===== src/sv/att_pkg.sv =====
// ----------------------------------------------------------------------------
// att_pkg
// shared types and constants of the alarm timer table
// ----------------------------------------------------------------------------
`default_nettype none
package att_pkg;
    localparam int TABLE_DEPTH_DEF = 16;
    localparam int TIME_BITS_DEF   = 32;
    localparam logic [15:0] MIN_REPEAT_RESET = 16'd10;
    localparam logic [12:0] COUNT_MAX = 13'd8191;

    localparam logic [2:0] FUNC_SET        = 3'd0;
    localparam logic [2:0] FUNC_REMOVE     = 3'd1;
    localparam logic [2:0] FUNC_REMOVE_ALL = 3'd2;
    localparam logic [2:0] FUNC_TICK       = 3'd3;
    localparam logic [2:0] FUNC_CLEAR      = 3'd4;

    localparam logic [1:0] KIND_REPLY = 2'd0;
    localparam logic [1:0] KIND_FIRED = 2'd1;
    localparam logic [1:0] KIND_DONE  = 2'd2;

    localparam logic [1:0] STAT_OK      = 2'd0;
    localparam logic [1:0] STAT_INVALID = 2'd1;
    localparam logic [1:0] STAT_FULL    = 2'd2;

    typedef struct packed {
        logic [2:0]  func;
        logic [7:0]  owner_id;
        logic [15:0] alarm_number;
        logic [31:0] interval_ms;
        logic        repeat_req;
        logic [15:0] delta_ms;
    } req_t;

    typedef struct packed {
        logic [1:0]  kind;
        logic [1:0]  status;
        logic [7:0]  fired_owner;
        logic [15:0] fired_number;
        logic [12:0] fire_count;
        logic [31:0] time_left_ms;
        logic        last;
    } rsp_t;
endpackage
`default_nettype wire


===== src/sv/att_divider.sv =====
// ----------------------------------------------------------------------------
// att_divider
// restoring divider, one quotient bit per cycle
// ----------------------------------------------------------------------------
`default_nettype none
module att_divider #(
    parameter int W = 32
) (
    input  wire logic         clk,
    input  wire logic         rst_n,
    input  wire logic         start,
    input  wire logic [W-1:0] dividend,
    input  wire logic [W-1:0] divisor,
    output logic              busy,
    output logic [W-1:0]      quotient,
    output logic [W-1:0]      remainder
);
    localparam int CW = $clog2(W + 1);
    logic [CW-1:0] cnt_reg;
    logic [W-1:0]  q_reg, r_reg, d_reg;
    logic [W:0]    trial;
    logic [W:0]    shifted;

    always_comb
    begin
        shifted = {r_reg, q_reg[W-1]};
        trial   = shifted - {1'b0, d_reg};
    end

    always_ff @(posedge clk or negedge rst_n)
    begin
        if (!rst_n)
        begin
            cnt_reg <= '0;
        end
        else if (start)
        begin
            cnt_reg <= CW'(W);
        end
        else if (cnt_reg != '0)
        begin
            cnt_reg <= cnt_reg - 1'b1;
        end
    end

    always_ff @(posedge clk)
    begin
        if (start)
        begin
            q_reg <= dividend;
            r_reg <= '0;
            d_reg <= divisor;
        end
        else if (cnt_reg != '0)
        begin
            if (!trial[W])
            begin
                r_reg <= trial[W-1:0];
                q_reg <= {q_reg[W-2:0], 1'b1};
            end
            else
            begin
                r_reg <= shifted[W-1:0];
                q_reg <= {q_reg[W-2:0], 1'b0};
            end
        end
    end

    assign busy      = (cnt_reg != '0);
    assign quotient  = q_reg;
    assign remainder = r_reg;
endmodule
`default_nettype wire


===== src/sv/alarm_timer_table.sv =====
// ----------------------------------------------------------------------------
// alarm_timer_table
// age-ordered table of one-shot and periodic alarms
// ----------------------------------------------------------------------------
// the table holds up to TABLE_DEPTH alarms in flip-flops, in age order. every
// request is worked by a small sequencer; remove, remove-all and tick walk the
// entries one a cycle, but a tick stalls at each firing entry. tick walks each
// entry once and then compacts the table one entry a cycle; a periodic firing
// runs the shared bit-serial divider before its result is sent. each result
// sits in the single output register until taken; a firing that finds the
// register still full waits there, and a new request is only taken once the
// last result has left.
`default_nettype none
module alarm_timer_table #(
    parameter int TABLE_DEPTH = att_pkg::TABLE_DEPTH_DEF,
    parameter int TIME_BITS   = att_pkg::TIME_BITS_DEF
) (
    input  wire logic         clk,
    input  wire logic         rst_n,
    input  wire logic         in_valid,
    output logic              in_ready,
    input  wire att_pkg::req_t in_data,
    output logic              out_valid,
    input  wire logic         out_ready,
    output att_pkg::rsp_t     out_data,
    input  wire logic         cfg_we,
    input  wire logic [15:0]  cfg_wdata
);
    import att_pkg::*;

    localparam int IW = $clog2(TABLE_DEPTH);
    localparam int CW = $clog2(TABLE_DEPTH + 1);
    localparam logic [TIME_BITS-1:0] TMAX = {TIME_BITS{1'b1}};

    // sequencer states, one-hot
    typedef enum logic [7:0] {
        S_IDLE  = 8'b00000001,
        S_SCAN  = 8'b00000010,
        S_TICK  = 8'b00000100,
        S_DIV   = 8'b00001000,
        S_FIRE  = 8'b00010000,
        S_PACK  = 8'b00100000,
        S_REPLY = 8'b01000000,
        S_WAIT  = 8'b10000000
    } state_t;

    state_t state_reg, state_next;

    logic [15:0] min_rep_reg;

    // table storage
    logic                 valid_reg  [TABLE_DEPTH];
    logic                 marked_reg [TABLE_DEPTH];
    logic [7:0]           owner_reg  [TABLE_DEPTH];
    logic [15:0]          number_reg [TABLE_DEPTH];
    logic [TIME_BITS-1:0] ivl_reg    [TABLE_DEPTH];
    logic [TIME_BITS-1:0] rem_reg    [TABLE_DEPTH];
    logic                 per_reg    [TABLE_DEPTH];
    logic [CW-1:0]        count_reg;

    req_t                 req_reg;
    logic [CW-1:0]        idx_reg;   // read index
    logic [CW-1:0]        wr_reg;    // compaction write index
    logic [TIME_BITS-1:0] left_reg;
    logic [TIME_BITS-1:0] over_reg;
    rsp_t                 rsp_reg;
    logic                 ovalid_reg;

    // shared divider for periodic catch-up
    logic                 div_start;
    logic                 div_busy;
    logic [TIME_BITS-1:0] div_q, div_r, div_d;

    att_divider #(.W(TIME_BITS)) u_div (
        .clk      (clk),
        .rst_n    (rst_n),
        .start    (div_start),
        .dividend (over_reg),
        .divisor  (div_d),
        .busy     (div_busy),
        .quotient (div_q),
        .remainder(div_r)
    );

    logic [IW-1:0]        ix;
    logic [IW-1:0]        wx;
    logic                 in_range;
    logic [TIME_BITS-1:0] delta_w;
    logic [TIME_BITS-1:0] ivl_in;
    logic                 out_free;
    logic                 accept;

    assign ix       = idx_reg[IW-1:0];
    assign wx       = wr_reg[IW-1:0];
    assign in_range = (idx_reg < count_reg);
    assign delta_w  = TIME_BITS'(req_reg.delta_ms);
    assign div_d    = (ivl_reg[ix] == '0) ? TIME_BITS'(1) : ivl_reg[ix];
    assign out_free = !ovalid_reg || out_ready;
    // a request is taken only once the previous result has left
    assign in_ready = (state_reg == S_IDLE) && !ovalid_reg;
    assign accept   = in_valid && in_ready;
    assign out_valid = ovalid_reg;
    assign out_data  = rsp_reg;

    // interval saturated to the time width
    always_comb
    begin
        if (TIME_BITS >= 32)
        begin
            ivl_in = TIME_BITS'(in_data.interval_ms);
        end
        else if ((in_data.interval_ms >> TIME_BITS) != '0)
        begin
            ivl_in = TMAX;
        end
        else
        begin
            ivl_in = TIME_BITS'(in_data.interval_ms);
        end
    end

    logic live;
    logic fires;
    assign live  = in_range && valid_reg[ix] && !marked_reg[ix];
    assign fires = !(delta_w < rem_reg[ix]);

    always_comb
    begin
        state_next = state_reg;
        div_start  = 1'b0;
        case (state_reg)
            S_IDLE:
            begin
                if (accept)
                begin
                    case (in_data.func)
                        FUNC_REMOVE, FUNC_REMOVE_ALL: state_next = S_SCAN;
                        FUNC_TICK:                    state_next = S_TICK;
                        default:                      state_next = S_REPLY;
                    endcase
                end
            end
            S_SCAN:
            begin
                if (!in_range)
                begin
                    state_next = S_REPLY;
                end
            end
            S_TICK:
            begin
                if (!in_range)
                begin
                    state_next = S_PACK;
                end
                else if (live && fires)
                begin
                    if (per_reg[ix])
                    begin
                        state_next = S_DIV;
                    end
                    else
                    begin
                        state_next = S_FIRE;
                    end
                end
            end
            S_DIV:
            begin
                div_start  = 1'b1;
                state_next = S_FIRE;
            end
            S_FIRE:
            begin
                if (!div_busy && out_free)
                begin
                    state_next = S_TICK;
                end
            end
            S_PACK:
            begin
                if (!in_range && out_free)
                begin
                    state_next = S_WAIT;
                end
            end
            S_REPLY:
            begin
                if (out_free)
                begin
                    state_next = S_WAIT;
                end
            end
            S_WAIT:
            begin
                state_next = S_IDLE;
            end
            default: state_next = S_IDLE;
        endcase
    end

    always_ff @(posedge clk or negedge rst_n)
    begin
        if (!rst_n)
        begin
            state_reg   <= S_IDLE;
            min_rep_reg <= MIN_REPEAT_RESET;
            count_reg   <= '0;
            ovalid_reg  <= 1'b0;
            for (int i = 0; i < TABLE_DEPTH; i++)
            begin
                valid_reg[i]  <= 1'b0;
                marked_reg[i] <= 1'b0;
            end
        end
        else
        begin
            state_reg <= state_next;
            if (cfg_we)
            begin
                min_rep_reg <= cfg_wdata;
            end
            if (ovalid_reg && out_ready)
            begin
                ovalid_reg <= 1'b0;
            end
            case (state_reg)
                S_IDLE:
                begin
                    if (accept && in_data.func == FUNC_CLEAR)
                    begin
                        count_reg <= '0;
                        for (int i = 0; i < TABLE_DEPTH; i++)
                        begin
                            valid_reg[i]  <= 1'b0;
                            marked_reg[i] <= 1'b0;
                        end
                    end
                    else if (accept && in_data.func == FUNC_SET &&
                             in_data.interval_ms != '0 &&
                             !(in_data.repeat_req &&
                               in_data.interval_ms < 32'(min_rep_reg)) &&
                             count_reg < CW'(TABLE_DEPTH))
                    begin
                        valid_reg[count_reg[IW-1:0]]  <= 1'b1;
                        marked_reg[count_reg[IW-1:0]] <= 1'b0;
                        count_reg <= count_reg + 1'b1;
                    end
                end
                S_SCAN:
                begin
                    if (in_range && valid_reg[ix] &&
                        owner_reg[ix] == req_reg.owner_id &&
                        (req_reg.func == FUNC_REMOVE_ALL ||
                         number_reg[ix] == req_reg.alarm_number))
                    begin
                        marked_reg[ix] <= 1'b1;
                    end
                end
                S_TICK:
                begin
                    if (live && fires && !per_reg[ix])
                    begin
                        valid_reg[ix] <= 1'b0;
                    end
                end
                S_PACK:
                begin
                    if (in_range)
                    begin
                        if (valid_reg[ix] && !marked_reg[ix])
                        begin
                            valid_reg[wx]  <= 1'b1;
                            marked_reg[wx] <= 1'b0;
                            if (wx != ix)
                            begin
                                valid_reg[ix]  <= 1'b0;
                                marked_reg[ix] <= 1'b0;
                            end
                        end
                        else
                        begin
                            valid_reg[ix]  <= 1'b0;
                            marked_reg[ix] <= 1'b0;
                        end
                    end
                    else if (out_free)
                    begin
                        count_reg  <= wr_reg;
                        ovalid_reg <= 1'b1;
                    end
                end
                S_FIRE:
                begin
                    if (!div_busy && out_free)
                    begin
                        ovalid_reg <= 1'b1;
                    end
                end
                S_REPLY:
                begin
                    if (out_free)
                    begin
                        ovalid_reg <= 1'b1;
                    end
                end
                default: ;
            endcase
        end
    end

    // payload and walk registers
    always_ff @(posedge clk)
    begin
        case (state_reg)
            S_IDLE:
            begin
                req_reg  <= in_data;
                idx_reg  <= '0;
                wr_reg   <= '0;
                left_reg <= '0;
                if (accept && in_data.func == FUNC_SET &&
                    count_reg < CW'(TABLE_DEPTH))
                begin
                    owner_reg[count_reg[IW-1:0]]  <= in_data.owner_id;
                    number_reg[count_reg[IW-1:0]] <= in_data.alarm_number;
                    ivl_reg[count_reg[IW-1:0]]    <= ivl_in;
                    rem_reg[count_reg[IW-1:0]]    <= ivl_in;
                    per_reg[count_reg[IW-1:0]]    <= in_data.repeat_req;
                end
                // set status is worked out here and kept in the response
                if (accept)
                begin
                    rsp_reg <= '0;
                    rsp_reg.kind <= KIND_REPLY;
                    rsp_reg.last <= 1'b1;
                    if (in_data.func == FUNC_SET)
                    begin
                        if (in_data.interval_ms == '0 ||
                            (in_data.repeat_req &&
                             in_data.interval_ms < 32'(min_rep_reg)))
                        begin
                            rsp_reg.status <= STAT_INVALID;
                        end
                        else if (count_reg >= CW'(TABLE_DEPTH))
                        begin
                            rsp_reg.status <= STAT_FULL;
                        end
                    end
                end
            end
            S_SCAN:
            begin
                if (in_range)
                begin
                    if (req_reg.func == FUNC_REMOVE && valid_reg[ix] &&
                        owner_reg[ix] == req_reg.owner_id &&
                        number_reg[ix] == req_reg.alarm_number)
                    begin
                        left_reg <= rem_reg[ix];
                    end
                    idx_reg <= idx_reg + 1'b1;
                end
                else
                begin
                    // saturate time left to 32 bits
                    if (TIME_BITS > 32 && (left_reg >> 32) != '0)
                    begin
                        rsp_reg.time_left_ms <= 32'hFFFF_FFFF;
                    end
                    else
                    begin
                        rsp_reg.time_left_ms <= 32'(left_reg);
                    end
                end
            end
            S_TICK:
            begin
                if (!in_range)
                begin
                    idx_reg <= '0;
                end
                else if (live && fires)
                begin
                    over_reg <= delta_w - rem_reg[ix];
                end
                else
                begin
                    if (live)
                    begin
                        rem_reg[ix] <= rem_reg[ix] - delta_w;
                    end
                    idx_reg <= idx_reg + 1'b1;
                end
            end
            S_FIRE:
            begin
                if (!div_busy && out_free)
                begin
                    rsp_reg              <= '0;
                    rsp_reg.kind         <= KIND_FIRED;
                    rsp_reg.fired_owner  <= owner_reg[ix];
                    rsp_reg.fired_number <= number_reg[ix];
                    if (per_reg[ix])
                    begin
                        if (div_q >= TIME_BITS'(COUNT_MAX))
                        begin
                            rsp_reg.fire_count <= COUNT_MAX;
                        end
                        else
                        begin
                            rsp_reg.fire_count <= 13'(div_q) + 13'd1;
                        end
                        rem_reg[ix] <= div_d - div_r;
                    end
                    else
                    begin
                        rsp_reg.fire_count <= 13'd1;
                    end
                    idx_reg <= idx_reg + 1'b1;
                end
            end
            S_PACK:
            begin
                if (in_range)
                begin
                    if (valid_reg[ix] && !marked_reg[ix])
                    begin
                        owner_reg[wx]  <= owner_reg[ix];
                        number_reg[wx] <= number_reg[ix];
                        ivl_reg[wx]    <= ivl_reg[ix];
                        rem_reg[wx]    <= rem_reg[ix];
                        per_reg[wx]    <= per_reg[ix];
                        wr_reg         <= wr_reg + 1'b1;
                    end
                    idx_reg <= idx_reg + 1'b1;
                end
                else if (out_free)
                begin
                    rsp_reg      <= '0;
                    rsp_reg.kind <= KIND_DONE;
                    rsp_reg.last <= 1'b1;
                end
            end
            default: ;
        endcase
    end
endmodule
`default_nettype wire


===== config.mk =====
export PLATFORM = sky130hd
export DESIGN_NAME = alarm_timer_table
export DESIGN_NICKNAME = d
export VERILOG_FILES = /design/src/sv/att_pkg.sv /design/src/sv/att_divider.sv /design/src/sv/alarm_timer_table.sv
export SDC_FILE = /design/constraint.sdc
export NUM_CORES = 2
export LEC_CHECK = 0
export BUFFER_PORTS_ARGS = -buffer_cell sky130_fd_sc_hd__buf_4
export CORE_ASPECT_RATIO = 0.6
export CORE_MARGIN = 10
export CORE_UTILIZATION = 57
export CTS_CLUSTER_SIZE = 28
export DETAILED_ROUTE_END_ITERATION = 16
export PLACE_DENSITY = 0.76
export SYNTH_ARGS = -nofsm -noshare
export SYNTH_HDL_FRONTEND = slang
export SYNTH_SLANG_ARGS = --single-unit

===== constraint.sdc =====
create_clock -name clk -period 8.39 [get_ports clk]
set_clock_uncertainty 0.2 [all_clocks]
set_input_delay 0.4195 -clock clk [delete_from_list [all_inputs] [get_ports clk]]
set_output_delay 0.4195 -clock clk [all_outputs]
set_load 0.03 [all_outputs]

# --- Word-level counts from Yosys, hierarchy flattened ---
# Memories as Yosys holds them, arrays and structs flattened. A register that Yosys moved wholly into a read port is not among the register bits.
# Index checks and enable logic that the tools add are counted.
word_totals:
  reg_bits: 355
  ram_bits: 1424
  input_bits: 97
  output_inout_bits: 76
  n_memories: 5
mem_list:
  columns: ["name", "depth", "width", "read_ports", "rd_ports_with_merged_regs", "wr", "line", "text"]
  rows:
  - ["ivl_reg", 16, 32, 1, 1, 1, "alarm_timer_table.sv:56", "logic [TIME_BITS-1:0] ivl_reg [TABLE_DEPTH];"]
  - ["rem_reg", 16, 32, 1, 1, 1, "alarm_timer_table.sv:57", "logic [TIME_BITS-1:0] rem_reg [TABLE_DEPTH];"]
  - ["number_reg", 16, 16, 1, 1, 1, "alarm_timer_table.sv:55", "logic [15:0] number_reg [TABLE_DEPTH];"]
  - ["owner_reg", 16, 8, 1, 1, 1, "alarm_timer_table.sv:54", "logic [7:0] owner_reg [TABLE_DEPTH];"]
  - ["per_reg", 16, 1, 1, 1, 1, "alarm_timer_table.sv:58", "logic per_reg [TABLE_DEPTH];"]
classes:
  n_addsub: 9
  order_cmp: 12
  n_eq_ne: 33
  mux: 118
  n_bitwise: 16
  n_reduce_logical: 66
ops:
  columns: ["cell", "count"]
  rows:
  - ["$mux 32", 11]
  - ["$mux 74", 4]
  - ["$mux 16", 13]
  - ["$pmux 32 s4", 1]
  - ["$pmux 41 s3", 1]
  - ["$and 16x16->16", 6]
  - ["$pmux 16 s3", 2]
  - ["$reduce_or 32->1", 3]
  - ["$logic_not 32->1", 2]
  - ["$mux 8", 8]
  - ["$pmux 32 s2", 1]
  - ["$pmux 8 s7", 1]
  - ["$mux 5", 11]
  - ["$not 16->16", 3]
  - ["$or 16x16->16", 3]
  - ["$mux 4", 11]
  - ["$mux 1", 36]
  - ["$sub 33x32->33", 1]
  - ["$ge 32x13->1 const B", 1]
  - ["$lt 16x32->1", 1]
  - ["$lt 32x16->1", 1]
  - ["$reduce_bool 32->1", 1]
  - ["$sub 16x32->32", 1]
  - ["$sub 32x16->32", 1]
  - ["other kinds (52)", 130]

# --- Depth between registers and ports, before layout ---
depth:
  ltp_word: 15
  mapped_depth: 27

# --- Modules after synthesis ---
# A second synthesis with hierarchy kept.
hier_totals:
  cells_unflattened: 4704
  area_unflattened_um2: 78398.9
by_module_without_submodules:
  columns: ["mod", "n_inst", "cells_per_inst", "area_each_um2", "seq_area_each_um2"]
  rows:
  - ["alarm_timer_table", 1, 4079, 72056.6, 50131.8]
  - ["att_divider", 1, 625, 6342.3, 2712.6]

# --- Worst setup path before layout ---
# No wires, ideal clock.
synth_timing:
  kind: "register -> register"
  from: "register with a tool-made name"
  to: "memory rem_reg[12][0] in the netlist's numbering (enable)"
  arrival_time_ns: 8.412
  t_required_ns: 7.729
  slack_ns: -0.683
  path_stages_with_launch: 26
  period_less_slack_ns: 9.073
  path_cell_list: "dfxtp_1 buf_2 buf_6 buf_8 buf_6 buf_6 buf_6 buf_2 buf_4 buf_4 buf_2 mux4_2 mux4_2 ha_1 clkbuf_1 a21o_1 a21oi_1 nand2_1 a31oi_1 o41ai_2 a41oi_2 or2_1 clkbuf_1 a221oi_1 nand2_1 nor3_1"
synth_rtl:
  columns: ["item", "line"]
  rows:
  - ["end, declared", "alarm_timer_table.sv:57"]

==> run_results.csv <==
group,metric,value,unit
status,status,"finished clean",
floorplanning,rows,104,
power_and_ir_drop,power.leakage,29.56,nW
clocking,post_cts_resized,0,
timing,slew_headroom,0.09378,
worst_setup_path,cp.arrival,7.91,ns
min_path,holdCritPathClass,"in2reg",
placement,dp_hpwl,129100,µm
timing,timing.fmax,0.1301,GHz
synthesis,ys_seq_elements,1783,
floorplanning,io_pins,173,
route,wire_per_inst,30.12,µm
timing,fin_crit_sh,0.9163,
floorplanning,core_area,133900,µm²
worst_setup_path,setup.worst_path.end_class,"register",
synthesis,synth-adder-area-share,0.02191,
timing,final-setup-viol-count,0,
floorplanning,dieArea,150200,µm²
synthesis,synth.yosys.seq_area_share,0.6886,
global_route,grt_use_met2,0.3904,
placement,dpl_cell_area,80890,µm²
clocking,cts.path.max_buffers,3,
synthesis,synth_top_family_by_area,"multiplexers",
clocking,cts_tree,"yes",
synthesis,syn_inst,4622,
global_route,grt.busiest_layer,"met1",
worst_setup_path,cp.required,8.61,ns
clocking,cts-root-buf,"clkbuf_16",
global_route,grt_pass1_wl,306100,µm
global_route,grtUsageTotal,0.2730,
cells_and_area,drive_gt1_frac,0.2052,
floorplanning,die_h,304.2,µm
synthesis,avgSynthCellArea,16.60,µm²
timing,fin_setup_tns,0,ns
worst_setup_path,reg2reg_depth,16,
clocking,htreeDepth,4,
floorplanning,start_util,0.5731,
synthesis,synth_area_leader_cell,"edfxtp_1",
synthesis,ys_types,91,
synthesis,ys.flop_type,"edfxtp_1",
clocking,clock_latency,0.79,ns
clocking,cts_buffers,157,
global_route,grtUsageMet1,0.4115,
global_route,use_met3,0.07875,
timing,rsz0062_at_grt,"no",
synthesis,synth_mux_area_frac,0.1332,
power_and_ir_drop,power_density,346.0,nW/µm²
synthesis,synth_compound_gate_area_share,0.05480,
route,drc,0,
power_and_ir_drop,vdd_drop_max,265.9,µV
placement,gp_congestion,0.9360,
synthesis,synth_warnings,0,
synthesis,netlist.area_leader.share,0.6570,
synthesis,synth_area,76740,µm²
synthesis,synth_edf_count,1679,
timing,worst_pin_slew,1.359,ns
clocking,post-cts-setup-buffers,0,
power_and_ir_drop,power,30.05,mW
floorplanning,die_x,493.7,µm
worst_setup_path,start_kind,"register",
worst_setup_path,path_buf_inv,3,
synthesis,synth-simple-area-share,0.06383,
route,ant_nets,0,
clocking,clk_pin_slew,0.07,ns
route,drt-total-wl,207500,µm
cells_and_area,area_growth,13.18,%
synthesis,synth_xor_area_frac,0.01665,
global_route,grt_pass1_vias,44940,
route,via_per_inst,6.689,
cells_and_area,postLayoutCellArea,86850,µm²
worst_setup_path,rrSetupSlack,0.70,ns
timing,hold_viol_final,0,
synthesis,yosys-top-cells-area,"edfxtp_1, mux4_2, nand2_1, dfrtp_1, ha_1",
route,dr.pass1.iters,9,
flow_run,maxCapViolations,0,
placement,portBuffers,172,
route,drt_iter0_markers,7226,
min_path,min_from,"out_ready",
synthesis,synth_fp_nets,4851,
global_route,overflow,0,
cells_and_area,fin_nets,5193,
worst_setup_path,critical_path_depth,16,
worst_setup_path,path_max_fanout,34,
worst_setup_path,cpMaxStageDelayCell,"buf_4",
timing,post-route-min-period,7.687,ns
worst_setup_path,worstSetupPathType,"reg2reg",
worst_setup_path,cp_cell_sequence,"buf_12, buf_4, mux4_2, mux4_2, ha_1, a21o_1, a21oi_1, nand2_1, a31oi_1, o41ai_2, a41oi_4, or3_1, o221ai_1, nand2b_1, nor3_4, buf_4",
synthesis,ys_async_sr_fraction,0.03814,
worst_setup_path,r2r-end,"rem_reg[15][6]$_DFFE_PP_",
route,vias,46080,
global_route,antenna_found_initial,6,
clocking,clock-sinks,1783,
global_route,grt_max_degree,82,
timing,finalMaxSlewViolations,0,
worst_setup_path,worst_path_dominant_cell_family,"compound AO/OA/AOI/OAI gates",
worst_setup_path,endpoint,"rem_reg[15][6]$_DFFE_PP_",
worst_setup_path,cp_slowest_stage_delay,0.65,ns
[stage by stage]
step | worst slack [ns] | hold slack (ns) | instances | util
after floorplan | 0.03754 | -0.07609 | 4622 | -
after global placement | 0.9696 | 0.09209 | 6513 | 0.6041
after detailed placement | 0.8428 | 0.09739 | 6513 | 0.6041
after CTS | 0.8550 | 0.003909 | 6885 | 0.6484
after global routing | 0.3809 | 0.06254 | 6887 | 0.6486
final | 0.7026 | 0.06700 | 6889 | 0.6486
[cell usage in the layout, fill, tap and decap left out, drive strengths merged, types with 14 or more instances in the layout]
master and count:
a211oi 23, a21o 54, a21oi 171, a221oi 25, a22oi 27, a31oi 68, and2 67, and3 27
buf 311, clkbuf 197, clkinv 60, dfrtp 65, dfxtp 36, dlygate4sd3 93, edfxtp 1679, ha 128
inv 159, mux2 15, mux2i 54, mux4 422, nand2 469, nand2b 39, nand3 55, nand4 18
nor2 199, nor2b 33, nor3 49, nor4 35, o211ai 14, o21a 23, o21ai 145, or3 18
xnor2 81, xor2 64
[layout make-up]
cell class | count | area, µm²
inverters | 152 | 576.8
clock buffers | 197 | 4110
fillers | 8855 | 47050
multi-input cells | 2466 | 22650
well taps | 1802 | 2255
flip-flops and latches | 1783 | 52860
repair buffers | 404 | 3503
clock inverters | 82 | 890.9
diodes | 3 | 7.507
[where the power goes]
| part | switching [mW] | internal [mW] | leakage [nW] |
|---|---|---|---|
| Combinational | 7.06 | 4.37 | 10.7 |
| Clock | 3.28 | 3.88 | 2.42 |
| Sequential | 0.628 | 10.8 | 16.4 |
| Total | 11.0 | 19.1 | 29.6 |
[logic make-up (layout without fill, tap and decap cells)]
group | count (synthesis) | in the layout
compound gates | 646 | 646
xor+xnor | 145 | 145
fa+ha+maj | 132 | 132
buf+inv | 373 | 835
flops | 1783 | 1783
mux | 491 | 491
other cells | 0 | 3
simple gates | 1052 | 1052
[layer usage]
layer | share of wire | routed length, µm
met5 | 0.00021 | 43
met4 | 0.027 | 5589
met3 | 0.14 | 29160
met2 | 0.44 | 90790
met1 | 0.39 | 81910
[tightest hold or removal path, stage by stage]
cell,delay (ns)
buf_4,0.11
nand2b_1,0.22
nand2_1,0.11
a211o_1,0.14
[synthesized netlist by cell type, types with 12 or more instances]
cell type	number
nor3_1	47
inv_1	149
o21ai_0	135
edfxtp_1	1679
nor2_1	197
or3_1	18
nand3_1	55
a221oi_1	18
a21oi_1	171
mux4_2	419
mux2i_1	54
o21a_1	23
buf_2	44
o211ai_1	14
buf_1	18
xnor2_1	80
buf_6	14
dfrtp_1	65
a21o_1	54
mux2_2	14
nand2b_1	39
a22oi_1	27
xor2_1	64
and2_1	66
a31oi_1	68
ha_1	128
dfxtp_1	36
nor4_1	34
and3_1	27
clkbuf_1	135
nand4_1	17
a222oi_1	12
a211oi_1	22
nor2b_1	33
nand2_1	469
[worst min-delay path by stage]
stage | end | cells past startpoint
6_report | out_valid$_DFF_PN0_ | 4
5_1_grt | out_valid$_DFF_PN0_ | 4
4_1_cts | out_valid$_DFF_PN0_ | 4
3_5_place_dp | valid_reg[7]$_DFFE_PN0P_ | 1
3_3_place_gp | valid_reg[7]$_DFFE_PN0P_ | 1
2_1_floorplan | count_reg[0]$_DFFE_PN0P_ | 0
[timing repair]
action | CTS | global route
endpoints found under the hold margin | 226 | 0
setup endpoints to repair | 0 | 0
hold buffers | 93 | 0
No activity file was read; power rests on OpenSTA's default activity.
